===== src/sv/hrp_pkg.sv =====
// Shared types, codes and token tables for the HTTP request parser.
package hrp_pkg;

   localparam int COUNT_BITS_DEFAULT = 31;
   localparam int BODY_LENGTH_BITS = 31;

   localparam logic [1:0] VERDICT_OK        = 2'd0;
   localparam logic [1:0] VERDICT_BAD       = 2'd1;
   localparam logic [1:0] VERDICT_FORBIDDEN = 2'd2;
   localparam logic [1:0] VERDICT_NOT_FOUND = 2'd3;

   localparam logic [2:0] TOK_GET     = 3'd0;
   localparam logic [2:0] TOK_POST    = 3'd1;
   localparam logic [2:0] TOK_INDEX   = 3'd2;
   localparam logic [2:0] TOK_IMAGE   = 3'd3;
   localparam logic [2:0] TOK_VERSION = 3'd4;
   localparam logic [2:0] TOK_CONN    = 3'd5;
   localparam logic [2:0] TOK_CLEN    = 3'd6;
   localparam logic [2:0] TOK_KEEP    = 3'd7;

   localparam int TOK_CHARS = 14;

   typedef struct packed {
      logic [7:0] data_byte;
      logic       final_byte;
   } req_type;

   typedef struct packed {
      logic [1:0]                  verdict;
      logic                        resource_id;
      logic                        keep_alive;
      logic [BODY_LENGTH_BITS-1:0] body_length;
   } rsp_type;

   function automatic logic [7:0] to_lower(input logic [7:0] b);
      return (b >= 8'h41 && b <= 8'h5A) ? b + 8'd32 : b;
   endfunction

   function automatic logic [4:0] tok_len(input logic [2:0] id);
      logic [4:0] n;
      unique case (id)
         TOK_GET:     n = 5'd3;
         TOK_POST:    n = 5'd4;
         TOK_INDEX:   n = 5'd11;
         TOK_IMAGE:   n = 5'd11;
         TOK_VERSION: n = 5'd8;
         TOK_CONN:    n = 5'd10;
         TOK_CLEN:    n = 5'd14;
         TOK_KEEP:    n = 5'd10;
      endcase
      return n;
   endfunction

   // True when byte b at position pos breaks a match with token id.
   function automatic logic tok_miss(input logic [2:0] id, input logic [4:0] pos,
                                     input logic [7:0] b);
      logic [8*TOK_CHARS-1:0] s;
      logic [4:0]             n;
      logic [3:0]             k;
      logic [7:0]             c;
      logic                   miss;
      unique case (id)
         TOK_GET:     s = (8*TOK_CHARS)'("get");
         TOK_POST:    s = (8*TOK_CHARS)'("post");
         TOK_INDEX:   s = (8*TOK_CHARS)'("/index.html");
         TOK_IMAGE:   s = (8*TOK_CHARS)'("/image1.jpg");
         TOK_VERSION: s = (8*TOK_CHARS)'("http/1.1");
         TOK_CONN:    s = (8*TOK_CHARS)'("connection");
         TOK_CLEN:    s = (8*TOK_CHARS)'("content-length");
         TOK_KEEP:    s = (8*TOK_CHARS)'("keep-alive");
      endcase
      n = tok_len(id);
      k = 4'(n - 5'd1 - pos);
      c = s[{k, 3'b000} +: 8];
      if (pos >= n) begin
         miss = 1'b1;
      end else begin
         miss = (to_lower(b) != c);
      end
      return miss;
   endfunction

endpackage


===== src/sv/http_request_parser.sv =====
// Streaming HTTP/1.1 request header parser with one verdict per request.
//
// Request channel: req_valid/req_stall carry one request byte per handshake
// in req_data, with final_byte set on the last byte of the request buffer.
// Response channel: rsp_valid/rsp_stall carry one verdict per request in
// rsp_data (verdict, resource_id, keep_alive, body_length).
// Each accepted byte updates the parse state in the same cycle; the verdict
// for a final byte is loaded into the response register at that edge, so it
// appears on rsp_valid in the cycle after the final byte is accepted.
// Throughput is one byte per cycle while req_stall is low.
// The response register holds its verdict while rsp_stall is high; if it holds
// a valid response then, req_stall rises and no byte is taken until it drains.
// Every byte, final or not, waits while a stalled response is held; bytes are
// accepted whenever the response register is free or being taken.
// Synchronous reset returns the parser to the method token and empties the
// response register; the parser also returns there after every final byte.
module http_request_parser #(
   parameter int COUNT_BITS = hrp_pkg::COUNT_BITS_DEFAULT
) (
   input  logic             clock,
   input  logic             reset,
   input  logic             req_valid,
   output logic             req_stall,
   input  hrp_pkg::req_type req_data,
   output logic             rsp_valid,
   input  logic             rsp_stall,
   output hrp_pkg::rsp_type rsp_data
);

   localparam int PROD_BITS = COUNT_BITS + 4;
   localparam int EXT_BITS = COUNT_BITS + 32;
   localparam int OUT_BITS = hrp_pkg::BODY_LENGTH_BITS;

   localparam logic [3:0] PH_METHOD     = 4'd0;
   localparam logic [3:0] PH_PATH       = 4'd1;
   localparam logic [3:0] PH_VERSION    = 4'd2;
   localparam logic [3:0] PH_LINE_LF    = 4'd3;
   localparam logic [3:0] PH_LINE_START = 4'd4;
   localparam logic [3:0] PH_NAME       = 4'd5;
   localparam logic [3:0] PH_CONN_SP    = 4'd6;
   localparam logic [3:0] PH_CONN_VAL   = 4'd7;
   localparam logic [3:0] PH_CLEN_SP    = 4'd8;
   localparam logic [3:0] PH_CLEN_VAL   = 4'd9;
   localparam logic [3:0] PH_OTHER      = 4'd10;
   localparam logic [3:0] PH_EMPTY_LF   = 4'd11;
   localparam logic [3:0] PH_BODY       = 4'd12;

   localparam logic [7:0] CH_SP    = 8'h20;
   localparam logic [7:0] CH_CR    = 8'h0D;
   localparam logic [7:0] CH_LF    = 8'h0A;
   localparam logic [7:0] CH_SLASH = 8'h2F;
   localparam logic [7:0] CH_COLON = 8'h3A;
   localparam logic [7:0] CH_ZERO  = 8'h30;
   localparam logic [7:0] CH_NINE  = 8'h39;

   localparam logic [4:0] POS_MAX = 5'd31;

   logic [3:0]            phase_ff, phase_in;
   logic [1:0]            err_ff, err_in;
   logic                  err_seen_ff, err_seen_in;
   logic [4:0]            pos_ff, pos_in;
   logic [1:0]            match_ff, match_in;
   logic                  res_ff, res_in;
   logic                  keep_ff, keep_in;
   logic [COUNT_BITS-1:0] len_ff, len_in;
   logic [COUNT_BITS-1:0] body_ff, body_in;
   logic                  rsp_valid_ff, rsp_valid_in;
   hrp_pkg::rsp_type      rsp_data_ff, rsp_data_in;

   logic                  req_accept;
   logic                  rsp_free;
   logic [7:0]            b;
   logic                  do_name, do_conn, do_clen;
   logic [PROD_BITS-1:0]  prod;
   logic [EXT_BITS-1:0]   len_ext;
   logic [1:0]            verdict;

   assign rsp_free   = !rsp_valid_ff || !rsp_stall;
   assign req_stall  = !rsp_free;
   assign req_accept = req_valid && rsp_free;
   assign b          = req_data.data_byte;
   assign rsp_valid  = rsp_valid_ff;
   assign rsp_data   = rsp_data_ff;

   assign prod = PROD_BITS'({len_ff, 3'b000}) + PROD_BITS'({len_ff, 1'b0}) +
                 PROD_BITS'(b - CH_ZERO);

   always_comb begin
      phase_in    = phase_ff;
      err_in      = err_ff;
      err_seen_in = err_seen_ff;
      pos_in      = pos_ff;
      match_in    = match_ff;
      res_in      = res_ff;
      keep_in     = keep_ff;
      len_in      = len_ff;
      body_in     = body_ff;
      do_name     = 1'b0;
      do_conn     = 1'b0;
      do_clen     = 1'b0;

      if (!err_seen_ff) begin
         unique case (phase_ff)
            PH_METHOD: begin
               if (b == CH_SP) begin
                  if (match_ff[0] && pos_ff == hrp_pkg::tok_len(hrp_pkg::TOK_GET)) begin
                     phase_in = PH_PATH;
                     pos_in   = '0;
                     match_in = 2'b00;
                  end else if (match_ff[1] &&
                               pos_ff == hrp_pkg::tok_len(hrp_pkg::TOK_POST)) begin
                     err_seen_in = 1'b1;
                     err_in      = hrp_pkg::VERDICT_FORBIDDEN;
                  end else begin
                     err_seen_in = 1'b1;
                     err_in      = hrp_pkg::VERDICT_BAD;
                  end
               end else begin
                  match_in[0] = match_ff[0] && !hrp_pkg::tok_miss(hrp_pkg::TOK_GET, pos_ff, b);
                  match_in[1] = match_ff[1] && !hrp_pkg::tok_miss(hrp_pkg::TOK_POST, pos_ff, b);
                  pos_in      = (pos_ff < POS_MAX) ? pos_ff + 5'd1 : pos_ff;
               end
            end
            PH_PATH: begin
               if (b == CH_SP) begin
                  if (match_ff[0] && pos_ff == hrp_pkg::tok_len(hrp_pkg::TOK_INDEX)) begin
                     res_in   = 1'b0;
                     phase_in = PH_VERSION;
                     pos_in   = '0;
                     match_in = 2'b01;
                  end else if (match_ff[1] &&
                               pos_ff == hrp_pkg::tok_len(hrp_pkg::TOK_IMAGE)) begin
                     res_in   = 1'b1;
                     phase_in = PH_VERSION;
                     pos_in   = '0;
                     match_in = 2'b01;
                  end else begin
                     err_seen_in = 1'b1;
                     err_in      = hrp_pkg::VERDICT_NOT_FOUND;
                  end
               end else if (b == CH_SLASH) begin
                  pos_in   = 5'd1;
                  match_in = 2'b11;
               end else begin
                  match_in[0] = match_ff[0] &&
                                !hrp_pkg::tok_miss(hrp_pkg::TOK_INDEX, pos_ff, b);
                  match_in[1] = match_ff[1] &&
                                !hrp_pkg::tok_miss(hrp_pkg::TOK_IMAGE, pos_ff, b);
                  pos_in      = (pos_ff < POS_MAX) ? pos_ff + 5'd1 : pos_ff;
               end
            end
            PH_VERSION: begin
               if (b == CH_CR) begin
                  if (match_ff[0] && pos_ff == hrp_pkg::tok_len(hrp_pkg::TOK_VERSION)) begin
                     phase_in = PH_LINE_LF;
                  end else begin
                     err_seen_in = 1'b1;
                     err_in      = hrp_pkg::VERDICT_FORBIDDEN;
                  end
               end else begin
                  match_in[0] = match_ff[0] &&
                                !hrp_pkg::tok_miss(hrp_pkg::TOK_VERSION, pos_ff, b);
                  pos_in      = (pos_ff < POS_MAX) ? pos_ff + 5'd1 : pos_ff;
               end
            end
            PH_LINE_LF: begin
               if (b == CH_LF) begin
                  phase_in = PH_LINE_START;
               end else begin
                  err_seen_in = 1'b1;
                  err_in      = hrp_pkg::VERDICT_BAD;
               end
            end
            PH_LINE_START: begin
               if (b == CH_CR) begin
                  phase_in = PH_EMPTY_LF;
               end else begin
                  do_name = 1'b1;
               end
            end
            PH_NAME: begin
               do_name = 1'b1;
            end
            PH_CONN_SP: begin
               if (b != CH_SP) begin
                  do_conn = 1'b1;
               end
            end
            PH_CONN_VAL: begin
               do_conn = 1'b1;
            end
            PH_CLEN_SP: begin
               if (b != CH_SP) begin
                  do_clen = 1'b1;
               end
            end
            PH_CLEN_VAL: begin
               do_clen = 1'b1;
            end
            PH_OTHER: begin
               if (b == CH_CR) begin
                  phase_in = PH_LINE_LF;
               end
            end
            PH_EMPTY_LF: begin
               if (b == CH_LF) begin
                  phase_in = PH_BODY;
               end else begin
                  err_seen_in = 1'b1;
                  err_in      = hrp_pkg::VERDICT_BAD;
               end
            end
            PH_BODY: begin
               if (body_ff != {COUNT_BITS{1'b1}}) begin
                  body_in = body_ff + 1'b1;
               end
            end
            default: begin
               err_seen_in = 1'b1;
               err_in      = hrp_pkg::VERDICT_BAD;
            end
         endcase
      end

      // Header name: a fresh line restarts both candidates at position zero.
      if (do_name) begin
         if (phase_ff == PH_LINE_START) begin
            pos_in   = '0;
            match_in = 2'b11;
         end
         if (b == CH_COLON) begin
            if (match_in[0] && pos_in == hrp_pkg::tok_len(hrp_pkg::TOK_CONN)) begin
               phase_in = PH_CONN_SP;
            end else if (match_in[1] && pos_in == hrp_pkg::tok_len(hrp_pkg::TOK_CLEN)) begin
               phase_in = PH_CLEN_SP;
            end else begin
               phase_in = PH_OTHER;
            end
         end else begin
            match_in[0] = match_in[0] && !hrp_pkg::tok_miss(hrp_pkg::TOK_CONN, pos_in, b);
            match_in[1] = match_in[1] && !hrp_pkg::tok_miss(hrp_pkg::TOK_CLEN, pos_in, b);
            pos_in      = (pos_in < POS_MAX) ? pos_in + 5'd1 : pos_in;
            phase_in    = PH_NAME;
         end
      end

      if (do_conn) begin
         if (phase_ff == PH_CONN_SP) begin
            pos_in   = '0;
            match_in = 2'b01;
         end
         if (b == CH_CR) begin
            if (match_in[0] && pos_in == hrp_pkg::tok_len(hrp_pkg::TOK_KEEP)) begin
               keep_in = 1'b1;
            end
            phase_in = PH_LINE_LF;
         end else begin
            match_in[0] = match_in[0] && !hrp_pkg::tok_miss(hrp_pkg::TOK_KEEP, pos_in, b);
            pos_in      = (pos_in < POS_MAX) ? pos_in + 5'd1 : pos_in;
            phase_in    = PH_CONN_VAL;
         end
      end

      // Content-Length digits: saturate the running value at all ones.
      if (do_clen) begin
         if (phase_ff == PH_CLEN_SP) begin
            len_in   = '0;
            pos_in   = '0;
            match_in = 2'b01;
         end
         if (b == CH_CR) begin
            phase_in = PH_LINE_LF;
         end else begin
            phase_in = PH_CLEN_VAL;
            if (match_in[0] && b >= CH_ZERO && b <= CH_NINE) begin
               if (phase_ff == PH_CLEN_SP) begin
                  len_in = COUNT_BITS'(b - CH_ZERO);
               end else if (|prod[PROD_BITS-1:COUNT_BITS]) begin
                  len_in = {COUNT_BITS{1'b1}};
               end else begin
                  len_in = prod[COUNT_BITS-1:0];
               end
            end else begin
               match_in[0] = 1'b0;
            end
         end
      end
   end

   always_comb begin
      if (err_seen_in) begin
         verdict = err_in;
      end else if (phase_in != PH_BODY) begin
         verdict = hrp_pkg::VERDICT_BAD;
      end else if (body_in != '0 && body_in < len_in) begin
         verdict = hrp_pkg::VERDICT_BAD;
      end else begin
         verdict = hrp_pkg::VERDICT_OK;
      end
      len_ext                 = EXT_BITS'(len_in);
      rsp_data_in.verdict     = verdict;
      rsp_data_in.resource_id = (verdict == hrp_pkg::VERDICT_OK) ? res_in : 1'b0;
      rsp_data_in.keep_alive  = keep_in;
      rsp_data_in.body_length = (|len_ext[EXT_BITS-1:OUT_BITS]) ? {OUT_BITS{1'b1}}
                                                                : len_ext[OUT_BITS-1:0];
      rsp_valid_in            = rsp_valid_ff && rsp_stall;
      if (req_accept && req_data.final_byte) begin
         rsp_valid_in = 1'b1;
      end
   end

   always_ff @(posedge clock) begin
      if (reset) begin
         phase_ff     <= PH_METHOD;
         err_ff       <= hrp_pkg::VERDICT_OK;
         err_seen_ff  <= 1'b0;
         pos_ff       <= '0;
         match_ff     <= 2'b11;
         res_ff       <= 1'b0;
         keep_ff      <= 1'b0;
         len_ff       <= '0;
         body_ff      <= '0;
         rsp_valid_ff <= 1'b0;
      end else begin
         rsp_valid_ff <= rsp_valid_in;
         if (req_accept) begin
            if (req_data.final_byte) begin
               phase_ff    <= PH_METHOD;
               err_ff      <= hrp_pkg::VERDICT_OK;
               err_seen_ff <= 1'b0;
               pos_ff      <= '0;
               match_ff    <= 2'b11;
               res_ff      <= 1'b0;
               keep_ff     <= 1'b0;
               len_ff      <= '0;
               body_ff     <= '0;
            end else begin
               phase_ff    <= phase_in;
               err_ff      <= err_in;
               err_seen_ff <= err_seen_in;
               pos_ff      <= pos_in;
               match_ff    <= match_in;
               res_ff      <= res_in;
               keep_ff     <= keep_in;
               len_ff      <= len_in;
               body_ff     <= body_in;
            end
         end
      end
   end

   always_ff @(posedge clock) begin
      if (req_accept && req_data.final_byte) begin
         rsp_data_ff <= rsp_data_in;
      end
   end

endmodule

===== config.mk =====
export PLATFORM = sky130hd
export DESIGN_NAME = http_request_parser
export DESIGN_NICKNAME = d
export VERILOG_FILES = /design/src/sv/hrp_pkg.sv /design/src/sv/http_request_parser.sv
export SDC_FILE = /design/constraint.sdc
export NUM_CORES = 1
export LEC_CHECK = 0
export BUFFER_PORTS_ARGS = -buffer_cell sky130_fd_sc_hd__buf_2
export CORE_MARGIN = 2
export CORE_UTILIZATION = 45
export DETAILED_ROUTE_END_ITERATION = 16
export PLACE_DENSITY = 0.71
export SYNTH_ARGS = -nofsm -noshare
export SYNTH_HDL_FRONTEND = slang
export SYNTH_SLANG_ARGS = --single-unit

===== constraint.sdc =====
create_clock -name clock -period 25 [get_ports clock]
set_clock_uncertainty 0.1 [all_clocks]
set_input_delay 7.5 -clock clock [delete_from_list [all_inputs] [get_ports clock]]
set_output_delay 7.5 -clock clock [all_outputs]
set_load 0.02 [all_outputs]

==> impl_metrics.env <==
export IMPL_die_w_microns=171
export IMPL_cp_arrival_ns=7.89
export IMPL_nFillCells=2751
export IMPL_cp_start_kind="input pin"
export IMPL_path_max_fanout=4
export IMPL_port_buffer_count=49
export IMPL_gp_congestion=0.994
export IMPL_critical_path_max_stage_delay_ns=0.15
export IMPL_finalCriticalPeriod_ns=15.49
export IMPL_synth_top_area_share_pct=12.6
export IMPL_core_area_sq_um=27600
export IMPL_cts_htree_levels=4
export IMPL_tightest_slew_ns=1.30
export IMPL_vias=12800
export IMPL_cts_sinks=114
export IMPL_setup_viol=0
export IMPL_synth_ff_latch_count=114
export IMPL_grt_pass1_vias=11900
export IMPL_crit_chain="buf_2 > nand2_1 > inv_1 > buf_2"
export IMPL_ios=50
export IMPL_gr_total_overflow=0
export IMPL_yosys_warnings=0
export IMPL_nets=1766
export IMPL_fin_crit_sh_pct=62.0
export IMPL_critPathCaptureType="primary output"
export IMPL_row_count=61
export IMPL_clkLatencyLatePin_ns=0.42
export IMPL_wire_per_inst_microns=19.7
export IMPL_gr_usage_all_layers_pct=27.0
export IMPL_wl_microns=39400
export IMPL_cts_made_buffers=17
export IMPL_drive_gt1_share_pct=7.99
export IMPL_synth_cell_area_sq_um=12500
export IMPL_drt_iter0_markers=1334
export IMPL_routed_via_density=6.39
export IMPL_cp_slowest_cell="buf_2"
export IMPL_cts_tree="built"
export IMPL_synth_cells=1622
export IMPL_fmax_ghz=0.0645
export IMPL_cts_setup_buffers=0
export IMPL_required_ns=17.40
export IMPL_relSlewSlack_pct=13.0
export IMPL_irDropWorstVdd_mv=0.0463
export IMPL_status="complete, no violations"
export IMPL_grt_start_max_net_pins=53
export IMPL_grt_pass1_wl_microns=63500
export IMPL_diodes=0
export IMPL_async_flop_share_pct=0
export IMPL_cts_root_buf="clkbuf_16"
export IMPL_slew_viol_final=0
export IMPL_synthFlopType="dfxtp_1"
export IMPL_synth_edf_count=35
export IMPL_dp_cells=1974
export IMPL_final_instance_count_excl_fill=2006
export IMPL_hp_class="reg -> reg"
export IMPL_cts_resized_gates=0
export IMPL_ant_nets=0
export IMPL_yosysSeqAreaShare_pct=21.0
export IMPL_cp_common_cell="buf_2"
export IMPL_yosys_area_top_type="dfxtp_1"
export IMPL_hpwlAfterDp_microns=29400
export IMPL_avgSynthCellArea_sq_um=7.73
export IMPL_ff2ff_setup_slack_ns=16.96
export IMPL_drcViolationCount=0
export IMPL_clockBufferDepth=2
export IMPL_die_h_microns=171
export IMPL_cap_violations=0
export IMPL_synth_cell_types=94
export IMPL_clkTransAtPathRegs_ns=0.06
export IMPL_finalSetupTns_ns=0
export IMPL_fp_dieArea_sq_um=29200
export IMPL_power_leakage_nw=5.80
export IMPL_firstDrtPassIters=6
export IMPL_rsz0062_at_grt="no"
export IMPL_syn_to_final_growth_pct=8.81
export IMPL_hold_viol_final=0
export IMPL_power_density_nw_per_um2=39.2
export IMPL_synth_nets=1773
export IMPL_initial_utilization_pct=45.4
export IMPL_crit_type="in -> out"
export IMPL_synthTopCellsByArea="dfxtp_1 (13%), ha_1 (11%), edfxtp_1 (8.4%)"
export IMPL_antenna_found_initial=0
export IMPL_cts_hold_buf=0
==> cell usage in the layout (no fill, tap or decap), types with 21 or more instances in the layout <==
master,n
nor4_1,21
ha_1,108
a22oi_1,36
nor3_1,44
nand2_1,139
buf_2,49
inv_1,82
o21ai_0,108
edfxtp_1,35
xnor2_1,60
fa_1,30
a21o_1,22
xor2_1,36
nor2_1,166
nand3_1,45
o21a_1,21
nand4_1,24
dfxtp_1,79
a211oi_1,30
a21oi_1,119
and3_1,21
==> cell type report <==
cell class / instances / area, sq um / area share [%]
clock inverter: 13 / 176 / 1.29
clock buffer: 19 / 443 / 3.24
tap: 378 / 473 / 3.46
timing repair buffer: 65 / 365 / 2.68
sequential: 114 / 2630 / 19.3
inverter: 84 / 315 / 2.31
multi-input combinational: 1333 / 9250 / 67.7
==> power by group <==
part / switching (W) / internal [W]
sequential: 0.00000136 / 0.000193
combinational: 0.0000570 / 0.0000292
clock: 0.0000939 / 0.000161
total: 0.000152 / 0.000383
==> per-stage QoR <==
| stage | utilization [%] | power [W] | cell area [sq um] | worst slack, ns | hold slack (ns) |
|---|---|---|---|---|---|
| after detailed placement | 47.2 | 0.000282 | 13000 | 9.37 | 0.367 |
| after floorplan | - | 0.000261 | 12500 | 8.77 | 0.347 |
| after global placement | 47.2 | 0.000280 | 13000 | 9.52 | 0.359 |
| after CTS | 49.4 | 0.000536 | 13700 | 9.50 | 0.380 |
| final | 49.4 | 0.000535 | 13700 | 9.51 | 0.377 |
| after global routing | 49.4 | 0.000555 | 13700 | 9.03 | 0.425 |
==> sequential cells by signal, summed over array words and instances, names as in the netlist <==
signal / flops
match_ff: 2
len_ff: 31
phase_ff: 4
err_seen_ff: 1
err_ff: 2
res_ff: 1
keep_ff: 1
rsp_data: 35
rsp_valid: 1
pos_ff: 5
body_ff: 31
==> final timing paths <==
check,startpoint,to,cells after the start
worst max-delay path,rsp_stall,req_stall,4
worst min-delay path,len_ff[4]$_SDFFE_PP0P_,len_ff[4]$_SDFFE_PP0P_,2
worst max register to register,pos_ff[2]$_SDFFE_PP0P_,rsp_data[33]$_DFFE_PP_,29
worst min register to register,len_ff[4]$_SDFFE_PP0P_,len_ff[4]$_SDFFE_PP0P_,2
==> kinds of logic after synthesis <==
| group | synth area share (%) |
|---|---|
| multiplexers | 1.26 |
| buffers and inverters | 5.46 |
| XOR/XNOR | 6.70 |
| flip-flops | 21.0 |
| AO/OA/AOI/OAI | 27.2 |
| adder cells (fa/ha/maj) | 15.6 |
| AND/OR/NAND/NOR | 22.9 |
==> cell usage after synthesis (6+ instances only) <==
master / count
nor3_1: 45
o2bb2ai_1: 11
o21bai_1: 12
nor2b_1: 10
and2_1: 14
nor4_1: 21
and3_1: 21
or3_1: 13
clkbuf_1: 75
inv_1: 82
nand2_1: 139
a2bb2oi_1: 14
a31oi_1: 16
a21oi_1: 119
o2111ai_1: 6
dfxtp_1: 79
buf_2: 9
edfxtp_1: 35
fa_1: 30
xor2_1: 36
a211oi_1: 30
o21a_1: 21
nand3_1: 45
o211ai_1: 16
a221oi_1: 7
mux2i_1: 9
o31ai_1: 11
ha_1: 108
nand4_1: 24
or2_2: 6
o21ai_0: 109
xnor2_1: 60
and4_1: 11
o22ai_1: 6
a22oi_1: 36
a21o_1: 22
nand2b_1: 17
nor3b_1: 9
nor2_1: 167
==> per-layer routing <==
metal,GRT usage [%],up-vias,share of wire [%]
li1,-,5967,-
met1,38.0,6173,44
met2,43.6,610,46
met3,3.98,65,8.6
met4,6.26,0,1.7
met5,0,-,0
==> worst max-delay path: cells and delay by family <==
kind / cells / cell delay (ns)
buffers and inverters: 3 / 0.30
AND/OR/NAND/NOR: 1 / 0.10
No activity file was read; power rests on OpenSTA's default activity.
